==> config.mk <==
export PLATFORM = sky130hd
export DESIGN_NAME = relay_cycle_tester_controller
export DESIGN_NICKNAME = d
export VERILOG_FILES = /design/src/sv/rctc_pkg.sv /design/src/sv/rctc_cfg_regs.sv /design/src/sv/rctc_step.sv /design/src/sv/relay_cycle_tester_controller.sv
export SDC_FILE = /design/constraint.sdc
export NUM_CORES = 1
export LEC_CHECK = 0
export BUFFER_PORTS_ARGS = -buffer_cell sky130_fd_sc_hd__buf_4
export CORE_MARGIN = 5
export CORE_UTILIZATION = 57
export DETAILED_ROUTE_END_ITERATION = 8
export MAX_ROUTING_LAYER = met4
export PLACE_DENSITY = 0.77
export SYNTH_ARGS = -nofsm -noshare
export SYNTH_HDL_FRONTEND = slang
export SYNTH_HIERARCHICAL = 1
export SYNTH_SLANG_ARGS = --single-unit
==> constraint.sdc <==
create_clock -name clk -period 9.4 [get_ports clk]
set_clock_uncertainty 0.05 [all_clocks]
set_input_delay 0.94 -clock clk [delete_from_list [all_inputs] [get_ports clk]]
set_output_delay 0.94 -clock clk [all_outputs]
set_load 0.02 [all_outputs]
==> src/sv/rctc_pkg.sv <==
// Package for the relay cycle tester controller: sizes, register indexes,
// state and result structs, and the timer helper functions.
// Used by every module of the block; depends on nothing else.
`default_nettype none

package rctc_pkg;

  localparam int COUNT_BITS    = 32;
  localparam int TIMER_BITS    = 16;
  localparam int MS_PER_SECOND = 1000;

  localparam int CFG_BITS    = 16;
  localparam int PERIOD_BITS = 6;
  localparam int OUT_COUNT_BITS = 32;

  localparam logic [TIMER_BITS-1:0] TIMER_MAX = '1;
  localparam logic [31:0] TIMER_MAX_W = 32'((64'd1 << TIMER_BITS) - 64'd1);

  typedef enum logic [2:0] {
    REG_PULSE_MS          = 3'd0,
    REG_BUTTON_GUARD_MS   = 3'd1,
    REG_ADJUST_HOLDOFF_MS = 3'd2,
    REG_REED_GUARD_MS     = 3'd3,
    REG_STUCK_TIMEOUT_MS  = 3'd4,
    REG_CLEAR_HOLD_MS     = 3'd5,
    REG_SAVE_DELAY_MS     = 3'd6,
    REG_MAX_PERIOD_S      = 3'd7
  } cfg_index_t;

  typedef struct packed {
    logic [CFG_BITS-1:0]    pulse_ms;
    logic [CFG_BITS-1:0]    button_guard_ms;
    logic [CFG_BITS-1:0]    adjust_holdoff_ms;
    logic [CFG_BITS-1:0]    reed_guard_ms;
    logic [CFG_BITS-1:0]    stuck_timeout_ms;
    logic [CFG_BITS-1:0]    clear_hold_ms;
    logic [CFG_BITS-1:0]    save_delay_ms;
    logic [PERIOD_BITS-1:0] max_period_s;
  } cfg_t;

  typedef struct packed {
    logic [PERIOD_BITS-1:0] period;
    logic                   relay;
    logic                   phase_armed;
    logic [COUNT_BITS-1:0]  relay_cnt;
    logic [COUNT_BITS-1:0]  reed_cnt;
    logic [TIMER_BITS-1:0]  phase_t;
    logic [TIMER_BITS-1:0]  plus_guard_t;
    logic [TIMER_BITS-1:0]  minus_guard_t;
    logic                   plus_lock;
    logic                   minus_lock;
    logic [TIMER_BITS-1:0]  adjust_t;
    logic [TIMER_BITS-1:0]  reed_guard_t;
    logic                   reed_lock;
    logic [TIMER_BITS-1:0]  stuck_t;
    logic                   stuck_armed;
    logic                   fault;
    logic [TIMER_BITS-1:0]  hold_t;
    logic [TIMER_BITS-1:0]  save_t;
    logic                   save_pending;
  } state_t;

  typedef struct packed {
    logic                      relay_on;
    logic [OUT_COUNT_BITS-1:0] relay_count;
    logic [OUT_COUNT_BITS-1:0] reed_count;
    logic [PERIOD_BITS-1:0]    period_s;
    logic                      stuck_fault;
    logic                      save_strobe;
  } result_t;

  // Load a countdown timer, saturating at the largest timer value.
  function automatic logic [TIMER_BITS-1:0] sat_load(input logic [31:0] v);
    sat_load = (v > TIMER_MAX_W) ? TIMER_MAX : v[TIMER_BITS-1:0];
  endfunction

  // One millisecond of countdown, stopping at zero.
  function automatic logic [TIMER_BITS-1:0] count_down(input logic [TIMER_BITS-1:0] t);
    count_down = (t == '0) ? '0 : t - TIMER_BITS'(1);
  endfunction

endpackage

`default_nettype wire

==> src/sv/rctc_cfg_regs.sv <==
// Configuration register file of the relay cycle tester controller.
// Depends on rctc_pkg for the register indexes and the cfg_t struct.
`default_nettype none

module rctc_cfg_regs
  import rctc_pkg::*;
(
  input  wire logic                clk,
  input  wire logic                rst,
  input  wire logic                cfg_write,
  input  wire logic [2:0]          cfg_index,
  input  wire logic [CFG_BITS-1:0] cfg_data,
  output cfg_t                     cfg
);

  always_ff @(posedge clk) begin
    if (rst) begin
      cfg.pulse_ms          <= CFG_BITS'(500);
      cfg.button_guard_ms   <= CFG_BITS'(200);
      cfg.adjust_holdoff_ms <= CFG_BITS'(5000);
      cfg.reed_guard_ms     <= CFG_BITS'(500);
      cfg.stuck_timeout_ms  <= CFG_BITS'(5000);
      cfg.clear_hold_ms     <= CFG_BITS'(5000);
      cfg.save_delay_ms     <= CFG_BITS'(4000);
      cfg.max_period_s      <= PERIOD_BITS'(30);
    end else if (cfg_write) begin
      unique case (cfg_index_t'(cfg_index))
        REG_PULSE_MS:          cfg.pulse_ms          <= cfg_data;
        REG_BUTTON_GUARD_MS:   cfg.button_guard_ms   <= cfg_data;
        REG_ADJUST_HOLDOFF_MS: cfg.adjust_holdoff_ms <= cfg_data;
        REG_REED_GUARD_MS:     cfg.reed_guard_ms     <= cfg_data;
        REG_STUCK_TIMEOUT_MS:  cfg.stuck_timeout_ms  <= cfg_data;
        REG_CLEAR_HOLD_MS:     cfg.clear_hold_ms     <= cfg_data;
        REG_SAVE_DELAY_MS:     cfg.save_delay_ms     <= cfg_data;
        REG_MAX_PERIOD_S:      cfg.max_period_s      <= cfg_data[PERIOD_BITS-1:0];
        default:               cfg.pulse_ms          <= cfg.pulse_ms;
      endcase
    end
  end

endmodule

`default_nettype wire

==> src/sv/rctc_step.sv <==
// Next-state logic for one millisecond tick of the relay cycle tester.
// Purely combinational; depends on rctc_pkg for the structs and timer helpers.
`default_nettype none

module rctc_step
  import rctc_pkg::*;
(
  input  wire cfg_t   cfg,
  input  wire state_t cur,
  input  wire logic   plus,
  input  wire logic   minus,
  input  wire logic   reed,
  output state_t      nxt,
  output result_t     res
);

  logic                 save_due;
  logic                 strobe;
  logic [PERIOD_BITS:0] period_up;
  logic [31:0]          off_ms;

  always_comb begin
    save_due  = cur.save_pending && (cur.save_t == '0);
    strobe    = 1'b0;
    period_up = '0;
    off_ms    = '0;
    nxt       = cur;

    nxt.phase_t       = count_down(cur.phase_t);
    nxt.plus_guard_t  = count_down(cur.plus_guard_t);
    nxt.minus_guard_t = count_down(cur.minus_guard_t);
    nxt.adjust_t      = count_down(cur.adjust_t);
    nxt.reed_guard_t  = count_down(cur.reed_guard_t);
    nxt.stuck_t       = count_down(cur.stuck_t);
    nxt.save_t        = count_down(cur.save_t);

    if (minus && cur.hold_t != '0) begin
      // Minus is being held: only timers run, and the hold may clear.
      if (nxt.hold_t != TIMER_MAX) begin
        nxt.hold_t = nxt.hold_t + TIMER_BITS'(1);
      end
      if (32'(nxt.hold_t) >= 32'(cfg.clear_hold_ms)) begin
        nxt.period    = '0;
        nxt.relay_cnt = '0;
        nxt.reed_cnt  = '0;
        nxt.hold_t    = '0;
      end
    end else if (!(cur.fault && reed && cur.period != '0)) begin
      // Buttons.
      if (plus && !cur.plus_lock) begin
        period_up = {1'b0, cur.period} + (PERIOD_BITS+1)'(1);
        nxt.period = (period_up > {1'b0, cfg.max_period_s}) ? cfg.max_period_s
                                                             : period_up[PERIOD_BITS-1:0];
        nxt.plus_guard_t = sat_load(32'(cfg.button_guard_ms));
        nxt.plus_lock    = 1'b1;
        nxt.adjust_t     = sat_load(32'(cfg.adjust_holdoff_ms));
        nxt.save_t       = sat_load(32'(cfg.save_delay_ms));
        nxt.save_pending = 1'b1;
        save_due         = 1'b0;
      end
      if (nxt.plus_guard_t == '0 && !plus) begin
        nxt.plus_lock = 1'b0;
      end
      if (minus && !cur.minus_lock) begin
        nxt.period = (nxt.period != '0) ? nxt.period - PERIOD_BITS'(1) : '0;
        nxt.minus_guard_t = sat_load(32'(cfg.button_guard_ms));
        nxt.minus_lock    = 1'b1;
        nxt.adjust_t      = sat_load(32'(cfg.adjust_holdoff_ms));
        nxt.save_t        = sat_load(32'(cfg.save_delay_ms));
        nxt.save_pending  = 1'b1;
        save_due          = 1'b0;
      end
      if (nxt.minus_guard_t == '0) begin
        nxt.minus_lock = 1'b0;
      end
      if (nxt.period > cfg.max_period_s) begin
        nxt.period = cfg.max_period_s;
      end

      // Reed counting, once per relay cycle.
      if (reed && nxt.reed_guard_t == '0 && nxt.period != '0 && nxt.adjust_t == '0 &&
          !nxt.reed_lock) begin
        nxt.reed_cnt     = nxt.reed_cnt + COUNT_BITS'(1);
        nxt.reed_guard_t = sat_load(32'(cfg.reed_guard_ms));
        nxt.reed_lock    = 1'b1;
      end

      // Stuck supervision.
      if (reed && !nxt.stuck_armed && nxt.period != '0) begin
        nxt.stuck_t     = sat_load(32'(cfg.stuck_timeout_ms));
        nxt.stuck_armed = 1'b1;
      end else if (!reed) begin
        nxt.stuck_t     = '0;
        nxt.stuck_armed = 1'b0;
        nxt.fault       = 1'b0;
      end
      if (reed && nxt.stuck_armed && nxt.stuck_t == '0) begin
        nxt.fault = 1'b1;
      end

      if (!(nxt.fault && reed && nxt.period != '0)) begin
        // Relay sequencing.
        if (!nxt.phase_armed) begin
          off_ms = 32'(nxt.period) * 32'(MS_PER_SECOND);
          nxt.phase_t = nxt.relay ? sat_load(32'(cfg.pulse_ms)) : sat_load(off_ms);
          nxt.phase_armed = 1'b1;
        end
        if (!nxt.relay && nxt.phase_t == '0 && nxt.period != '0 && nxt.adjust_t == '0) begin
          nxt.relay       = 1'b1;
          nxt.phase_armed = 1'b0;
          nxt.relay_cnt   = nxt.relay_cnt + COUNT_BITS'(1);
        end else if (nxt.relay && nxt.phase_t == '0) begin
          nxt.relay       = 1'b0;
          nxt.phase_armed = 1'b0;
          nxt.reed_lock   = 1'b0;
        end

        // First tick of a minus press starts the hold count.
        if (minus) begin
          if (cfg.clear_hold_ms <= CFG_BITS'(1)) begin
            nxt.period    = '0;
            nxt.relay_cnt = '0;
            nxt.reed_cnt  = '0;
            nxt.hold_t    = '0;
          end else begin
            nxt.hold_t = TIMER_BITS'(1);
          end
        end else begin
          nxt.hold_t = '0;
        end

        if (save_due) begin
          strobe           = 1'b1;
          nxt.save_pending = 1'b0;
        end
      end
    end

    res.relay_on    = nxt.relay;
    res.relay_count = OUT_COUNT_BITS'(nxt.relay_cnt);
    res.reed_count  = OUT_COUNT_BITS'(nxt.reed_cnt);
    res.period_s    = nxt.period;
    res.stuck_fault = nxt.fault;
    res.save_strobe = strobe;
  end

endmodule

`default_nettype wire

==> src/sv/relay_cycle_tester_controller.sv <==
// Top level of the relay cycle tester controller: input register, state
// register, result register and handshake. Uses rctc_pkg, rctc_cfg_regs, rctc_step.
//
//   Channel   Direction  Handshake               Payload
//   in        sink       in_valid / in_stall     plus_button, minus_button, reed_level
//   out       source     out_valid / out_stall   relay_on, relay_count, reed_count,
//                                                period_s, stuck_fault, save_strobe
//   cfg       sink       cfg_write               cfg_index, cfg_data
//
// Each tick item passes through the input register and then the result register,
// and a new item can be transferred in every cycle while the result is not
// stalled.
// Reset (rst, synchronous) loads the register defaults, zeroes all state and
// empties both the input and the result register.
// A stalled result holds the result register; the input register then holds
// its item and in_stall rises, so no tick is lost or repeated.
`default_nettype none

module relay_cycle_tester_controller
  import rctc_pkg::*;
(
  input  wire logic                      clk,
  input  wire logic                      rst,
  input  wire logic                      cfg_write,
  input  wire logic [2:0]                cfg_index,
  input  wire logic [CFG_BITS-1:0]       cfg_data,
  input  wire logic                      in_valid,
  output logic                           in_stall,
  input  wire logic                      plus_button,
  input  wire logic                      minus_button,
  input  wire logic                      reed_level,
  output logic                           out_valid,
  input  wire logic                      out_stall,
  output logic                           relay_on,
  output logic [OUT_COUNT_BITS-1:0]      relay_count,
  output logic [OUT_COUNT_BITS-1:0]      reed_count,
  output logic [PERIOD_BITS-1:0]         period_s,
  output logic                           stuck_fault,
  output logic                           save_strobe
);

  cfg_t    cfg;
  state_t  state;
  state_t  state_next;
  result_t step_res;
  result_t res;

  // Input register holding one tick's pin levels.
  logic in_full;
  logic in_plus;
  logic in_minus;
  logic in_reed;

  // The held tick advances whenever the result register is free or draining.
  logic advance;

  rctc_cfg_regs u_cfg (
    .clk       (clk),
    .rst       (rst),
    .cfg_write (cfg_write),
    .cfg_index (cfg_index),
    .cfg_data  (cfg_data),
    .cfg       (cfg)
  );

  rctc_step u_step (
    .cfg   (cfg),
    .cur   (state),
    .plus  (in_plus),
    .minus (in_minus),
    .reed  (in_reed),
    .nxt   (state_next),
    .res   (step_res)
  );

  assign advance  = in_full && (!out_valid || !out_stall);
  assign in_stall = in_full && out_valid && out_stall;

  always_ff @(posedge clk) begin
    if (rst) begin
      in_full <= 1'b0;
    end else if (in_valid && !in_stall) begin
      in_full <= 1'b1;
    end else if (advance) begin
      in_full <= 1'b0;
    end
  end

  always_ff @(posedge clk) begin
    if (in_valid && !in_stall) begin
      in_plus  <= plus_button;
      in_minus <= minus_button;
      in_reed  <= reed_level;
    end
  end

  // Tick state commits together with the result it produces.
  always_ff @(posedge clk) begin
    if (rst) begin
      state <= '0;
    end else if (advance) begin
      state <= state_next;
    end
  end

  always_ff @(posedge clk) begin
    if (rst) begin
      out_valid <= 1'b0;
    end else if (advance) begin
      out_valid <= 1'b1;
    end else if (out_valid && !out_stall) begin
      out_valid <= 1'b0;
    end
  end

  always_ff @(posedge clk) begin
    if (advance) begin
      res <= step_res;
    end
  end

  assign relay_on    = res.relay_on;
  assign relay_count = res.relay_count;
  assign reed_count  = res.reed_count;
  assign period_s    = res.period_s;
  assign stuck_fault = res.stuck_fault;
  assign save_strobe = res.save_strobe;

  // State only moves when a tick is processed.
  a_state_holds: assert property (@(posedge clk) disable iff (rst)
    !advance |=> $stable(state))
    else $error("tick state changed without a processed tick");

  // A delivered result shows the state committed with it.
  a_result_matches_state: assert property (@(posedge clk) disable iff (rst)
    advance |=> (res.period_s == state.period) && (res.relay_on == state.relay) &&
                (res.stuck_fault == state.fault))
    else $error("result register disagrees with committed state");

  // A save strobe consumes a pending save request.
  a_strobe_consumes: assert property (@(posedge clk) disable iff (rst)
    advance && step_res.save_strobe |-> state.save_pending && !state_next.save_pending)
    else $error("save strobe without a pending request");

  // The relay counter steps by at most one per tick or clears.
  a_relay_count_step: assert property (@(posedge clk) disable iff (rst)
    advance |-> (state_next.relay_cnt == state.relay_cnt) ||
                (state_next.relay_cnt == state.relay_cnt + COUNT_BITS'(1)) ||
                (state_next.relay_cnt == '0))
    else $error("relay counter jumped");

endmodule

`default_nettype wire

==> impl_metrics.toml, run 1 <==
[final_layout]
fill_cells = 3787
ff_latch_area_sq_mm = 0.00882
syn_to_final_growth_pct = 13.2
finalInstanceArea_sq_mm = 0.0302
num-nets-final = 3259
fin_util_pct = 65.1
antenna_cells = 0
drive_gt1_share_pct = 14.6
instances_no_fill = 3800
multi_input_area_sq_mm = 0.0168

[global_routing]
grt_max_degree = 189
grt_use_total_pct = 27.4
grt_pass1_wl_microns = 113000
antenna_found_initial = 1
grt_overflow = 0
grt_pass1_vias = 21746

[logic_synthesis]
synth_seq_cells = 402
synth_area_leader_cell = "dfxtp_1"
syn-cell-area_sq_mm = 0.0267
ys_seq_area_share_pct = 33.0
synth.area.top_cells = "dfxtp_1, mux2i_1, nand2b_1"
synth.top_cell.area_share_pct = 24.4
postSynthCellCount = 3113
async_flop_share_pct = 0
synth_fp_nets = 3215
ys_top_cells_by_count = "nand2b_1, mux2i_1, dfxtp_1"
synthDistinctLibCells = 93
synth_ff_type = "dfxtp_1"
yosysWarnings = 6
synth_most_common_cell = "nand2b_1"
syn_avg_cell_area_sq_um = 8.59
synth_edf_count = 76

[clocking]
root_buffer = "clkbuf_16"
clk_latency_ns = 0.59
clkTransAtPathRegs_ns = 0.06
htreeDepth = 2
clock_sinks = 402
cts_buffers = 46
cts_tree = "built"
clockBufferDepth = 3

[routing]
detail_route.drc_violations = 0
vias = 23001
ant_nets = 0
finalWirelength_microns = 72000
drtIter0Drc = 1956
wl_per_cell_microns = 18.9
viasPerCell = 6.05
dr.pass1.iters = 8

[run_status]
violations = "negative setup slack"
status = "finished, violations left"

[timing]
period_minus_slack_ns = 9.45
rsz0062_at_grt = "true"
max_freq_mhz = 106
relSlewSlack_pct = 13.0
setup_viol = 3
post-route-period-util_pct = 100
tns_ns = -0.0635
setup_slack_ns = -0.0455
finalMaxSlewViolations = 0
hold_violations = 0
hold_slack_ns = 0.429
worst_pin_slew_ns = 1.30

[critical_path]
arrival_ns = 9.90
cp_data_required_time_ns = 9.86
critPathMaxFanout = 6
slowest_stage = "fa_1"
worst_setup_path_end_kind = "register"
critPathMaxStageDelay_ns = 0.57
worstSetupStartpointType = "register"
critPathKind = "reg2reg"

[die]
coreArea_sq_mm = 0.0465
initial_utilization_pct = 57.5
die_y_microns = 227
rows = 79
die_w_microns = 227
die_area_sq_mm = 0.0513
io_pins = 102

[pwr]
leakage_nw = 12.1
power_density_mw_per_mm2 = 325
fin_total_pwr_mw = 9.82
ir_drop_uv = 468

[place]
dp_slack_ns = -0.431
gp_congestion = 0.927
dpl.cell_count = 3673
post_dp_cell_area_sq_mm = 0.0277
hpwlAfterDp_microns = 48600
io_buffers = 101

[flow_run]
cap_violations = 0

[worst_hold_path]
hp-class = "reg2reg"
## layer usage
metal | wire (microns) | global-route usage, %
met1 | 30700 | 35.0
met2 | 34400 | 44.6
met3 | 4050 | 3.94
met4 | 2800 | 9.90
met5 | 0 | -
## where the power goes
part | switching (mW) | leakage (nW) | internal (mW)
registers | 0.127 | 3.33 | 1.86
clock network | 0.746 | 0.742 | 1.09
logic | 3.19 | 8.00 | 2.81
## worst max-delay path, delay by kind of cell (launching register included)
kind	cells	cell delay, ns
AOI/OAI and AO/OA	14	2.76
adders and majority gates	7	2.68
and+or+nand+nor	9	2.16
buffers and inverters	7	0.91
DFF	1	0.37
muxes	2	0.29
xor gates and xnor gates	1	0.14
## path summary, 6_finish.rpt
| path | cells after the start | startpoint | endpoint | slack [ns] |
|---|---|---|---|---|
| max | 40 | state[200] | state[173] | -0.05 |
| min | 2 | u_cfg/cfg[6] | u_cfg/cfg[6] | 0.43 |
| max reg2reg | 40 | state[200] | state[173] | -0.05 |
| min reg2reg | 2 | u_cfg/cfg[6] | u_cfg/cfg[6] | 0.43 |
## state kept, by name, summed over array words and instances, names as in the netlist
register and cells:
state 206, reed_count 32, out_valid 1, in_reed 1, relay_count 32, in_minus 1
save_strobe 1, in_plus 1, relay_on 1, period_s 6, stuck_fault 1, in_full 1
u_cfg/cfg 118
## repair_timing
action / 4_1_cts / 5_1_grt
buffers inserted: 18 / 27
hold endpoints to repair: 0 / 0
setup endpoints to repair: 66 / 68
resized for setup: 47 / 99
gates cloned: 0 / 1
pin swaps: 39 / 68
hold buffers: 0 / 0
## placed cells by master (no fill, tap or decap), types with 74 or more instances in the layout
cell / count
mux2i_1: 362
buf_4: 238
nand2_1: 248
o21ai_0: 89
a21oi_1: 74
nand2b_1: 519
inv_1: 78
nor2_1: 203
dfxtp_1: 323
edfxtp_1: 76
## cells by family after synthesis
kind of cell	Yosys count	synth area share [%]
fa+ha+maj	75	3.82
flops	402	33.0
compound gates	461	11.4
simple gates	1370	28.0
buf+inv	345	6.91
mux	369	13.9
xor+xnor	91	2.98
## final cells by class
cell class,count,share of cell area [%]
clock buffer,63,4.22
clock inverter,21,0.869
inverter,83,1.03
multi-input combinational,2366,55.4
sequential,402,29.2
tap,607,2.51
timing repair buffer,258,6.82
(Power assumes the default switching activity.)
==> run 2, diff against run 1 <==
- SKIP_LAST_GASP: default -> 1
==> impl_metrics.toml, run 2 (synthesis gave the netlist of run 1 again) <==
[critical_path]
r2r-start = "state[200]"
rr_worst_depth = 40
slowest_stage = "fa_1"
worst_setup_path_end_kind = "register"
critPathKind = "reg2reg"
critPathMaxStageDelay_ns = 0.57
critPathTopFamily = "compound AO/OA/AOI/OAI gates"
r2r-end = "state[173]"
path_buf_inv = 7
arrival_ns = 9.94
critPathMaxFanout = 6
worstSetupStartpointType = "register"
r2r_slack_ns = -0.08
cp_data_required_time_ns = 9.86

[final_layout]
fin_util_pct = 65.1
finalInstanceArea_sq_mm = 0.0302
largest_reg_flops = 206
largest-register = "state"
syn_to_final_growth_pct = 13.1
drive_gt1_share_pct = 14.6
layout_common_cells = "nand2b_1, mux2i_1, dfxtp_1"
antenna_cells = 0
num-nets-final = 3259
final_common_cell = "nand2b_1"
ff_latch_area_sq_mm = 0.00882
multi_input_area_sq_mm = 0.0168
largestRegisters = "state (206), u_cfg/cfg (118)"
fill_cells = 3789

[pwr]
intPower_mw = 5.76
pwr-share-clk_pct = 18.7
power_frac_comb_pct = 61.0
leakage_nw = 12.1
p_seq_share_pct = 20.3
ir_drop_uv = 469
netSwitchingFraction_pct = 41.4
power_density_mw_per_mm2 = 325
p_switching_mw = 4.06

[routing]
wl_per_cell_microns = 18.9
vias = 22979
dr.pass1.iters = 5
viasPerCell = 6.05
detail_route.drc_violations = 0
ant_nets = 0
drtIter0Drc = 1893
finalWirelength_microns = 71900

[clocking]
cts_buffers = 46
htreeDepth = 2
root_buffer = "clkbuf_16"
clk_latency_ns = 0.59
clockBufferDepth = 3
clkTransAtPathRegs_ns = 0.06
clock_sinks = 402
cts_tree = "built"

[place]
hpwlAfterDp_microns = 48600
io_buffers = 101
dp_slack_ns = -0.431
gp_congestion = 0.927
post_dp_cell_area_sq_mm = 0.0277

[timing]
setup_slack_ns = -0.0802
hold_violations = 0
post-route-period-util_pct = 101
relSlewSlack_pct = 13.1
period_minus_slack_ns = 9.48
setup_viol = 3
rsz0062_at_grt = "true"
max_freq_mhz = 105
worst_pin_slew_ns = 1.30
tns_ns = -0.146
finalMaxSlewViolations = 0

[die]
die_w_microns = 227
initial_utilization_pct = 57.5
die_area_sq_mm = 0.0513
rows = 79
die_y_microns = 227
coreArea_sq_mm = 0.0465
io_pins = 102

[global_routing]
grt_pass1_wl_microns = 113000
grt_max_degree = 189
grt_pass1_vias = 21746
grt_overflow = 0
antenna_found_initial = 1
grt_use_total_pct = 27.4

[worst_hold_path]
min_path_cells = 2
holdPathEnd = "u_cfg/cfg[6]"
min_from = "u_cfg/cfg[6]"
hp-class = "reg2reg"

[flow_run]
cap_violations = 0

[run_status]
status = "finished, violations left"
violations = "negative setup slack"
## run 2: cell counts in the layout (fill, tap and decap cells not counted)
Identical to the previous run, type by type.
## run 2: routing by layer
| layer | share of wire (%) | GRT usage, % | wire length, microns | up-vias |
|---|---|---|---|---|
| met5 | 0 | - | 0 | - |
| li1 | - | - | - | 10955 |
| met4 | 3.9 | 9.90 | 2790 | 0 |
| met1 | 43 | 35.0 | 30600 | 11071 |
| met2 | 48 | 44.6 | 34400 | 767 |
| met3 | 5.7 | 3.94 | 4080 | 186 |
## run 2: how the worst max path moves through the flow
stage	startpoint	end	slack (ns)	cells past startpoint
after floorplan	state[202]	relay_count[5]	-0.01	38
after global placement	state[201]	state[173]	-0.11	45
after detailed placement	state[201]	state[173]	-0.43	43
after CTS	state[201]	state[171]	-0.02	43
after global routing	state[200]	state[173]	-0.38	41
final	state[200]	state[173]	-0.08	40
## run 2: area by class of cell
class                   instances  share of cell area (%)
clock inverters                21                   0.869
well taps                     607                    2.51
flip-flops and latches        402                    29.2
clock buffers                  63                    4.22
repair buffers                258                    6.81
inverters                      83                    1.03
multi-input cells            2366                    55.4
## run 2: worst register-to-register path: cells and delay by family, from the launching register on
family / cells / cell delay (ns)
muxes: 2 / 0.29
buffers and inverters: 7 / 0.91
adders and majority gates: 7 / 2.68
AOI/OAI and AO/OA: 14 / 2.78
DFF: 1 / 0.37
and+or+nand+nor: 9 / 2.19
xor gates and xnor gates: 1 / 0.14
## run 2: power groups by stage
stage	combinational [mW]	clock (mW)	sequential, mW
2_1_floorplan	3.44	0	2.00
3_3_place_gp	4.98	0	2.02
3_5_place_dp	5.08	0	2.02
4_1_cts	5.46	1.87	1.99
5_1_grt	6.50	1.95	2.01
6_report	5.99	1.84	1.99
## run 2: what timing repair did
item	CTS	global route
cloned	0	1
hold buffers	0	0
pin swaps	39	68
endpoints found under the hold margin	0	0
setup buffers	18	27
endpoints found under the setup margin	66	68
resized for setup	47	97
## run 2: through the flow
stage,hold WS (ns),instances,power [mW]
2_1_floorplan,0.395,3113,5.45
3_3_place_gp,0.409,3673,7.00
6_report,0.428,3800,9.82
3_5_place_dp,0.418,3673,7.10
5_1_grt,0.448,3800,10.5
4_1_cts,0.428,3775,9.32
